$ cat src/sv/psbs_pkg.sv
// ----------------------------------------------------------------------------
// Pixel store sampler package
// Widths, codes and payload types shared by the sampler modules.
// ----------------------------------------------------------------------------
package psbs_pkg;

    // Store geometry (depth is a power of two: addresses wrap by truncation)
    localparam int STORE_DEPTH  = 262144;
    localparam int ADDR_W       = $clog2(STORE_DEPTH);

    // Field widths
    localparam int REQ_W        = 2;
    localparam int COORD_W      = 10;
    localparam int DIM_W        = 10;
    localparam int PIX_W        = 8;
    localparam int FIELD_FRAC_W = 16;
    localparam int BASE_W       = COORD_W + DIM_W;

    // Interpolation arithmetic
    localparam int FRAC_BITS    = 16;
    localparam int DIFF_W       = PIX_W + 1;
    localparam int PROD_W       = DIFF_W + FRAC_BITS + 1;
    localparam int STEP_W       = PROD_W - FRAC_BITS;
    localparam int NBR_TAPS     = 4;
    localparam int TAP_CNT_W    = $clog2(NBR_TAPS);

    // Queue depths
    localparam int CMDQ_DEPTH   = 2;
    localparam int CMDQ_PTR_W   = $clog2(CMDQ_DEPTH);
    localparam int CMDQ_CNT_W   = $clog2(CMDQ_DEPTH + 1);
    localparam int RSPQ_DEPTH   = 2;
    localparam int RSPQ_PTR_W   = $clog2(RSPQ_DEPTH);
    localparam int RSPQ_CNT_W   = $clog2(RSPQ_DEPTH + 1);

    // Configuration registers
    localparam int CFG_IDX_W    = 1;
    localparam logic [CFG_IDX_W-1:0] CFG_IMAGE_WIDTH  = 1'd0;
    localparam logic [CFG_IDX_W-1:0] CFG_IMAGE_HEIGHT = 1'd1;
    localparam logic [DIM_W-1:0]     DIM_RESET        = 10'd256;

    // Request codes
    localparam logic [REQ_W-1:0] REQ_WRITE  = 2'd0;
    localparam logic [REQ_W-1:0] REQ_READ   = 2'd1;
    localparam logic [REQ_W-1:0] REQ_FILTER = 2'd2;

    typedef enum logic [2:0] {
        K_WRITE,
        K_READ,
        K_FILTER,
        K_OOB,
        K_NONE
    } t_kind;

    typedef struct packed {
        logic [REQ_W-1:0]        req_type;
        logic [COORD_W-1:0]      x_int;
        logic [COORD_W-1:0]      y_int;
        logic [FIELD_FRAC_W-1:0] x_frac;
        logic [FIELD_FRAC_W-1:0] y_frac;
        logic [PIX_W-1:0]        pixel_value;
    } t_req;

    typedef struct packed {
        logic [PIX_W-1:0] pixel_out;
        logic             out_of_bounds;
    } t_rsp;

    typedef struct packed {
        logic [DIM_W-1:0] image_width;
        logic [DIM_W-1:0] image_height;
    } t_cfg;

    typedef struct packed {
        t_kind                kind;
        logic [ADDR_W-1:0]    addr;
        logic [DIM_W-1:0]     stride;
        logic [FRAC_BITS-1:0] fx;
        logic [FRAC_BITS-1:0] fy;
        logic [PIX_W-1:0]     pix;
    } t_cmd;

endpackage

$ cat src/sv/psbs_front.sv
// ----------------------------------------------------------------------------
// Sampler front end
// Accept requests, form the linear address and classify each request.
// ----------------------------------------------------------------------------
module psbs_front
    import psbs_pkg::*;
(
    input  logic i_push,
    input  logic i_q_full,
    input  t_req i_req,
    input  t_cfg i_cfg,
    output logic o_full,
    output logic o_cmd_push,
    output t_cmd o_cmd
);

    logic [BASE_W-1:0] w_base;
    logic              w_oob;
    t_kind             w_kind;

    assign w_base = BASE_W'(i_req.x_int) + i_cfg.image_width * i_req.y_int;
    assign w_oob  = (i_req.x_int >= i_cfg.image_width) ||
                    (i_req.y_int >= i_cfg.image_height);

    always_comb begin
        case (i_req.req_type)
            REQ_WRITE:  w_kind = w_oob ? K_OOB : K_WRITE;
            REQ_READ:   w_kind = w_oob ? K_OOB : K_READ;
            REQ_FILTER: w_kind = K_FILTER;
            default:    w_kind = K_NONE;
        endcase
    end

    assign o_cmd.kind   = w_kind;
    assign o_cmd.addr   = w_base[ADDR_W-1:0];
    assign o_cmd.stride = i_cfg.image_width;
    // Take the top FRAC_BITS of the fraction field; both are 16 bits, so none are dropped.
    assign o_cmd.fx     = i_req.x_frac[FIELD_FRAC_W-1 -: FRAC_BITS];
    assign o_cmd.fy     = i_req.y_frac[FIELD_FRAC_W-1 -: FRAC_BITS];
    assign o_cmd.pix    = i_req.pixel_value;

    assign o_full     = i_q_full;
    assign o_cmd_push = i_push && !i_q_full;

endmodule

$ cat config.mk
export PLATFORM = sky130hd
export DESIGN_NAME = psbs_front
export DESIGN_NICKNAME = d
export VERILOG_FILES = /design/src/sv/psbs_pkg.sv /design/src/sv/psbs_front.sv
export SDC_FILE = /design/constraint.sdc
export NUM_CORES = 1
export LEC_CHECK = 0
export BUFFER_PORTS_ARGS = -buffer_cell sky130_fd_sc_hd__buf_2
export CORE_MARGIN = 3
export CORE_UTILIZATION = 53
export DETAILED_ROUTE_END_ITERATION = 10
export PLACE_DENSITY = 0.9
export RECOVER_POWER = 100
export SLEW_MARGIN = 30
export SYNTH_ARGS = -nofsm -noshare
export SYNTH_HDL_FRONTEND = slang
export SYNTH_SLANG_ARGS = --single-unit
$ cat constraint.sdc
create_clock -name vclk -period 8.4
set_input_delay 1.68 -clock vclk [all_inputs]
set_output_delay 1.68 -clock vclk [all_outputs]
set_load 0.005 [all_outputs]
==> results by group <==
Run status
  • Status: finished, final reports clean

Timing
  • Min Tclk post-route: 8.08 ns
  • Worst-Margin Slew: 0.588 ns
  • RSZ-0062 raised after global routing: no
  • Final setup fails: 0
  • Slew Viols, Final: 0
  • Max Clk Rate: 124 MHz
  • Relative slew slack: 59.8%
  • Setup_tns: 0 ns
  • Final hold vios: 0
  • Final worst-path cycle share: 96.2%

Min path
  • Hold Path Depth: 0
  • Hold Path Class: in2out

Floorplanning
  • Die area: 9370 sq um
  • Core ar.: 7850 sq um
  • Initial cell density of the core: 55.7%
  • Row count: 32
  • Die height: 96.8 microns
  • Die width: 96.8 microns
  • IO Pins: 157

Route
  • Vias/cell: 5.29
  • Wire length per cell: 14.2 microns
  • # DRC: 0
  • Routed vias: 3416
  • Initial drt markers: 136
  • DRT Pass-1 Iters: 4
  • Routed Antenna Nets: 0
  • Final WL: 9160 microns

Finish
  • Most common cell after layout, fill and taps aside: inv_1
  • Layout clock buffers: 0
  • Commonest non-fill, non-tap cells in the layout: 126 x inv_1, 71 x fa_1, 69 x ha_1
  • FF+latch count: 0
  • Share of layout cells above drive strength 1: 12.7%
  • # diodes: 0
  • Layout area overhead: 0.973%
  • Final Util: 56.3%
  • Post-route insts no fill: 646
  • Fin nets: 770
  • Register area: 0 sq um

Yosys
  • Synth Area in Compound Gates: 8.04%
  • Net Count, Synth: 759
  • Synth warn: 0
  • Mux cell area share after synthesis: 0%
  • Synth Area in XOR/XNOR: 3.81%
  • Main combinational cell family by area after synthesis: adder cells
  • Seq/Total Area, Yosys: 0%
  • Synthesized area per cell: 8.17 sq um
  • Post-Synth Simple-Gate Area: 14.7%
  • Mapped Cells: 535
  • Yosys cell types: 38
  • Mapped cell area: 4370 sq um
  • Post-Synth Adder-Cell Area: 52.3%

Worst setup path
  • WP data required: 6.72 ns
  • Crit-path max FO: 11
  • Worst Path Arrival: 6.40 ns
  • Type of origin of the critical path: input pin
  • CP Capture Type: primary output
  • CP Class: in2out

Power
  • Final Power: 1.26 mW
  • Peak supply drop: 0.453 mV
  • Power per cell area: 286 nW/um^2
  • Leakage power: 2.51 nW

Placement
  • Placed cell count: 646
  • IO Port Bufs: 77
  • Dpl hpwl: 8070 microns
  • Placer Congestion: 0.871

Global routing
  • GRT Util Overall: 19.8%
  • Vias in the first global route: 3567
  • First-pass GRT wire length: 15900 microns
  • Gr ovfl total: 0
  • Global-route met2 utilization: 35.4%
  • Gr busiest metal: met2
  • Initial antenna violation count: 0
  • Grt met3 use: 2.16%
  • Pin count of the biggest net entering global routing: 13
  • M1 GR Usage: 25.2%

Clock network
  • Hold buffer count at cts: 0
  • Setup bufs post-CTS: 0
  • CTS resizes: 0

Run
  • Max-Cap Viols: 0
[final timing paths]
path	from	end	slack, ns
worst max-delay path	i_cfg[11]	o_cmd[66]	0.32
worst min-delay path	i_req[15]	o_cmd[15]	3.36
[kinds of logic after synthesis]
family | after synthesis
compound gates | 49
simple gates | 132
xor+xnor | 19
buf+inv | 195
fa+ha+maj | 140
[worst max-delay path: stages]
cell and delay, ns:
clkbuf_1 0.38, nand2_1 0.15, fa_1 0.51, fa_1 0.50
inv_1 0.05, fa_1 0.46, fa_1 0.54, inv_1 0.06
fa_1 0.52, inv_1 0.04, ha_1 0.36, and3_1 0.23
nand4_1 0.10, a21oi_1 0.25, nor3_1 0.09, o21bai_1 0.16
xor2_1 0.16, clkbuf_2 0.13
[per-layer routing]
| metal | vias up | share of wire (%) |
|---|---|---|
| met2 | 160 | 51 |
| met3 | 38 | 7.4 |
| met4 | 0 | 3.0 |
| li1 | 1587 | - |
| met5 | - | 0 |
| met1 | 1631 | 38 |
[power by group]
part           leakage (nW)  total (mW)  internal (mW)  switching, mW
clock network             0           0              0              0
registers                 0           0              0              0
logic                  2.51        1.26          0.560          0.704
[cell type report]
class,count,area (sq um)
fillers,713,3430
inverters,127,477
multi-input cells,340,3440
well taps,102,128
repair buffers,77,370
[cell usage after synthesis (all sizes together) (2+ instances only)]
cell type    n  area share [%]
o2111ai      2            0.40
xnor2       15             3.0
nand4        4            0.57
fa          71              33
ha          69              20
buf         53             9.0
a21oi       13             1.5
clkbuf      15             1.3
a211o        3            0.60
a2111oi      2            0.40
o21ai        9             1.1
nand2       56             4.8
a211oi       4            0.69
o21bai       2            0.43
o21a         4            0.72
nor2        17             1.5
and2        45             6.4
nor2b        5            0.72
xor2         4            0.80
inv        126              11
a21o         4            0.69
[per-stage QoR]
stage | setup WS, ns | hold slack [ns] | cell area (sq um)
finish | 0.320 | 3.36 | 4410
global route | 0.0951 | 3.36 | 4410
CTS | 0.340 | 3.36 | 4440
detailed placement | 0.356 | 3.36 | 4440
global placement | 0.482 | 3.36 | 4440
floorplan | 0.685 | 3.39 | 4370
(Power assumes the default switching activity.)
