## config.mk

```make
export PLATFORM = sky130hd
export DESIGN_NAME = psbs_cmd_queue
export DESIGN_NICKNAME = d
export VERILOG_FILES = /design/src/sv/psbs_pkg.sv /design/src/sv/psbs_cmd_queue.sv
export SDC_FILE = /design/constraint.sdc
export NUM_CORES = 1
export LEC_CHECK = 0
export BUFFER_PORTS_ARGS = -buffer_cell sky130_fd_sc_hd__buf_2
export CORE_ASPECT_RATIO = 0.7
export CORE_MARGIN = 2
export CORE_UTILIZATION = 50
export CTS_CLUSTER_DIAMETER = 100
export DETAILED_ROUTE_END_ITERATION = 8
export PLACE_DENSITY = 0.77
export SYNTH_ARGS = -nofsm -noshare
export SYNTH_HDL_FRONTEND = slang
export SYNTH_SLANG_ARGS = --single-unit
```

## constraint.sdc

```tcl
create_clock -name i_clk -period 4.85 [get_ports i_clk]
set_clock_uncertainty 0.2 [all_clocks]
set_input_delay 0.7275 -clock i_clk [delete_from_list [all_inputs] [get_ports i_clk]]
set_output_delay 0.7275 -clock i_clk [all_outputs]
set_load 0.1 [all_outputs]
```

## src/sv/psbs_pkg.sv

```systemverilog
// ----------------------------------------------------------------------------
// Pixel store sampler package
// Widths, codes and payload types shared by the sampler modules.
// ----------------------------------------------------------------------------
package psbs_pkg;

    // Store geometry (depth is a power of two: addresses wrap by truncation)
    localparam int STORE_DEPTH  = 262144;
    localparam int ADDR_W       = $clog2(STORE_DEPTH);

    // Field widths
    localparam int REQ_W        = 2;
    localparam int COORD_W      = 10;
    localparam int DIM_W        = 10;
    localparam int PIX_W        = 8;
    localparam int FIELD_FRAC_W = 16;
    localparam int BASE_W       = COORD_W + DIM_W;

    // Interpolation arithmetic
    localparam int FRAC_BITS    = 16;
    localparam int DIFF_W       = PIX_W + 1;
    localparam int PROD_W       = DIFF_W + FRAC_BITS + 1;
    localparam int STEP_W       = PROD_W - FRAC_BITS;
    localparam int NBR_TAPS     = 4;
    localparam int TAP_CNT_W    = $clog2(NBR_TAPS);

    // Queue depths
    localparam int CMDQ_DEPTH   = 2;
    localparam int CMDQ_PTR_W   = $clog2(CMDQ_DEPTH);
    localparam int CMDQ_CNT_W   = $clog2(CMDQ_DEPTH + 1);
    localparam int RSPQ_DEPTH   = 2;
    localparam int RSPQ_PTR_W   = $clog2(RSPQ_DEPTH);
    localparam int RSPQ_CNT_W   = $clog2(RSPQ_DEPTH + 1);

    // Configuration registers
    localparam int CFG_IDX_W    = 1;
    localparam logic [CFG_IDX_W-1:0] CFG_IMAGE_WIDTH  = 1'd0;
    localparam logic [CFG_IDX_W-1:0] CFG_IMAGE_HEIGHT = 1'd1;
    localparam logic [DIM_W-1:0]     DIM_RESET        = 10'd256;

    // Request codes
    localparam logic [REQ_W-1:0] REQ_WRITE  = 2'd0;
    localparam logic [REQ_W-1:0] REQ_READ   = 2'd1;
    localparam logic [REQ_W-1:0] REQ_FILTER = 2'd2;

    typedef enum logic [2:0] {
        K_WRITE,
        K_READ,
        K_FILTER,
        K_OOB,
        K_NONE
    } t_kind;

    typedef struct packed {
        logic [REQ_W-1:0]        req_type;
        logic [COORD_W-1:0]      x_int;
        logic [COORD_W-1:0]      y_int;
        logic [FIELD_FRAC_W-1:0] x_frac;
        logic [FIELD_FRAC_W-1:0] y_frac;
        logic [PIX_W-1:0]        pixel_value;
    } t_req;

    typedef struct packed {
        logic [PIX_W-1:0] pixel_out;
        logic             out_of_bounds;
    } t_rsp;

    typedef struct packed {
        logic [DIM_W-1:0] image_width;
        logic [DIM_W-1:0] image_height;
    } t_cfg;

    typedef struct packed {
        t_kind                kind;
        logic [ADDR_W-1:0]    addr;
        logic [DIM_W-1:0]     stride;
        logic [FRAC_BITS-1:0] fx;
        logic [FRAC_BITS-1:0] fy;
        logic [PIX_W-1:0]     pix;
    } t_cmd;

endpackage

```

## src/sv/psbs_cmd_queue.sv

```systemverilog
// ----------------------------------------------------------------------------
// Sampler command queue
// Short queue of classified commands between front end and back end.
// ----------------------------------------------------------------------------
module psbs_cmd_queue
    import psbs_pkg::*;
(
    input  logic i_clk,
    input  logic i_rst_n,
    input  logic i_push,
    input  t_cmd i_cmd,
    output logic o_full,
    input  logic i_pop,
    output t_cmd o_cmd,
    output logic o_empty
);

    t_cmd                  r_data [CMDQ_DEPTH];
    logic [CMDQ_PTR_W-1:0] r_wptr, n_wptr;
    logic [CMDQ_PTR_W-1:0] r_rptr, n_rptr;
    logic [CMDQ_CNT_W-1:0] r_cnt, n_cnt;
    logic                  w_push, w_pop;

    assign o_full  = (r_cnt == CMDQ_CNT_W'(CMDQ_DEPTH));
    assign o_empty = (r_cnt == '0);
    assign w_push  = i_push && !o_full;
    assign w_pop   = i_pop && !o_empty;
    assign o_cmd   = r_data[r_rptr];

    always_comb begin
        n_wptr = r_wptr;
        n_rptr = r_rptr;
        n_cnt  = r_cnt;
        if (w_push) begin
            n_wptr = (r_wptr == CMDQ_PTR_W'(CMDQ_DEPTH - 1)) ? '0 : r_wptr + 1'b1;
        end
        if (w_pop) begin
            n_rptr = (r_rptr == CMDQ_PTR_W'(CMDQ_DEPTH - 1)) ? '0 : r_rptr + 1'b1;
        end
        if (w_push && !w_pop) begin
            n_cnt = r_cnt + 1'b1;
        end else if (w_pop && !w_push) begin
            n_cnt = r_cnt - 1'b1;
        end
    end

    always_ff @(posedge i_clk) begin
        if (!i_rst_n) begin
            r_wptr <= '0;
            r_rptr <= '0;
            r_cnt  <= '0;
        end else begin
            r_wptr <= n_wptr;
            r_rptr <= n_rptr;
            r_cnt  <= n_cnt;
        end
    end

    always_ff @(posedge i_clk) begin
        if (w_push) begin
            r_data[r_wptr] <= i_cmd;
        end
    end

endmodule

```

==> results.yml <==
final_layout:
  finalNetCount: 482
  final_common_cell: "buf_2"
  final_cell_mix: "buf_2 (147), edfxtp_1 (142), mux2_2 (71)"
  antenna_cells: 0
  drive_gt1_frac: 0.606
  area_growth_pct: 28.0
  fill_cells: 767
synth:
  avgSynthCellArea_um2: 21.8
  synth_top_area_share: 0.796
  synth_nets: 322
  yosysTopAreaCell: "edfxtp_1"
  synth_compound_area_frac: 0.00607
  netlist_instances: 246
  synth.ff_latch_count: 147
  ys_seq_area_frac: 0.815
  synthAdderAreaFrac: 0.00234
  synth_top_family_by_area: "multiplexers"
  netlist_top_cells_area: "edfxtp_1 (80%), mux2_2 (15%), dfxtp_1 (1.9%)"
  syn_area_um2: 5360
  synth.distinct_cells: 21
  synth-xor-area-share: 0.00491
  synth_simple_gate_area_frac: 0.0103
  yosysWarnings: 0
  muxShareOfSynthArea: 0.149
drt:
  dr.first_iter.drc_count: 180
  ant_nets: 0
  first_pass_iters: 4
  vias: 2791
  routed_wl_um: 9500
  wire_per_inst_um: 17.2
  drc: 0
  vias_per_cell: 5.07
status:
  status: "finished clean"
timing:
  fmax_ghz: 0.320
  relSlewSlack: 0.347
  maxSlewViolCount: 0
  rsz0062_at_grt: "no"
  setup_violations: 0
  finalHoldViolCount: 0
  worst_slew_pin_slew_ns: 0.980
  finalCriticalPeriod_ns: 3.12
  finalCritPeriodShare: 0.644
  setup_tns_ns: 0
grt:
  grt_max_degree: 72
  antenna_found_initial: 0
  gr-total-overflow: 0
  track_usage: 0.174
  grt_pass1_vias: 2990
  grt_pass1_wl_um: 14900
floorplanning:
  num_rows: 31
  ios: 148
  core_um2: 10400
  initial_core_util: 0.515
  die_area_um2: 11600
  die_height_um: 90.6
  dieWidth_um: 128
worst_setup_path:
  slowest_delay_ns: 0.94
  cp.arrival_ns: 2.20
  cp.required_ns: 3.92
  crit_path_end_kind: "primary output"
  path_cells: "mux2_2, buf_2"
  critPathLaunchType: "flop"
  critical_path.max_fanout: 71
  critical_path_class: "reg2out"
  critPathSlowestCell: "dfxtp_4"
cts:
  cts_hold_buf: 0
  insertion_delay_ns: 0.41
  cts_buffers: 17
  numClockSinks: 147
  cts_buffer_depth: 2
  cts_root_buf: "clkbuf_16"
  cts_tree: "done"
  path_clk_slew_ns: 0.06
  post_cts.repair.setup_buffers: 0
  htreeDepth: 4
  cts_resized: 0
hold_path:
  hp-class: "in2reg"
run:
  drv_cap: 0
placement:
  place_hpwl_um: 5940
  io_buffer_count: 147
  gp_congestion: 0.710
[worst paths after layout]
check	start	endpoint	slack [ns]	depth (start not counted)
worst max-delay path	flop	o_cmd[44]	1.73	2
worst min register to register	r_cnt[1]	r_cnt[1]	0.32	2
worst max register to register	r_cnt[0]	r_data[1][12]	2.74	2
worst min-delay path	i_cmd[19]	r_data[0][19]	0.30	1
[critical path, delay by kind of cell, from the launching register on]
family,cells,cell delay (ns)
buffers and inverters,1,0.43
flip-flops,1,0.94
multiplexers,1,0.32
[cell usage after synthesis]
cell type,number
and2_1,3
inv_2,1
nor2_1,2
ha_1,1
o21ai_1,1
xnor2_1,2
and3_1,1
buf_2,1
mux2_2,71
a21boi_1,1
a21boi_0,1
edfxtp_1,142
xor2_1,1
inv_1,1
dfxtp_1,5
nor3_2,1
o21ai_0,1
o21a_1,1
nand2b_1,1
or3_1,1
buf_4,7
[kinds of logic (layout without fill, tap and decap cells)]
group | count (synthesis) | in the layout
AOI/OAI and AO/OA | 5 | 5
muxes | 71 | 71
buffers and inverters | 10 | 183
and+or+nand+nor | 9 | 9
adders and majority gates | 1 | 1
DFF | 147 | 147
xor gates and xnor gates | 3 | 3
[area by class of cell]
type,instances,area (µm²),area share
clock buffer,20,447,0.0651
clock inverter,12,181,0.0265
inverter,2,7.51,0.00109
multi-input combinational,89,937,0.137
sequential,147,4370,0.637
tap,132,165,0.0241
timing repair buffer,149,751,0.109
[stage by stage]
step                 util  instances  hold WS, ns  cell area [µm²]  worst slack [ns]
floorplan               -        246        0.283             5360             0.580
global placement    0.599        519        0.297             6230              2.16
detailed placement  0.599        519        0.312             6230              2.15
CTS                 0.660        551        0.286             6860              1.69
global route        0.660        551        0.280             6860              1.60
finish              0.660        551        0.303             6860              1.73
[sequential cells by signal (all words and copies together) (netlist names), named ones only]
name	flops
r_wptr	1
r_rptr	1
r_data	142
r_cnt	2
[routing by layer]
| layer | track usage | routed length, µm | part of all wire | up-vias |
|---|---|---|---|---|
| met5 | 0 | 0 | 0 | - |
| li1 | - | - | - | 1296 |
| met2 | 0.270 | 4520 | 0.48 | 117 |
| met1 | 0.218 | 4040 | 0.42 | 1365 |
| met4 | 0.0733 | 125 | 0.013 | 0 |
| met3 | 0.0699 | 819 | 0.086 | 13 |
Power is left out: the tool's default activity adds up to more than one toggle a clock period on the data nets, which glitch-free logic cannot reach.
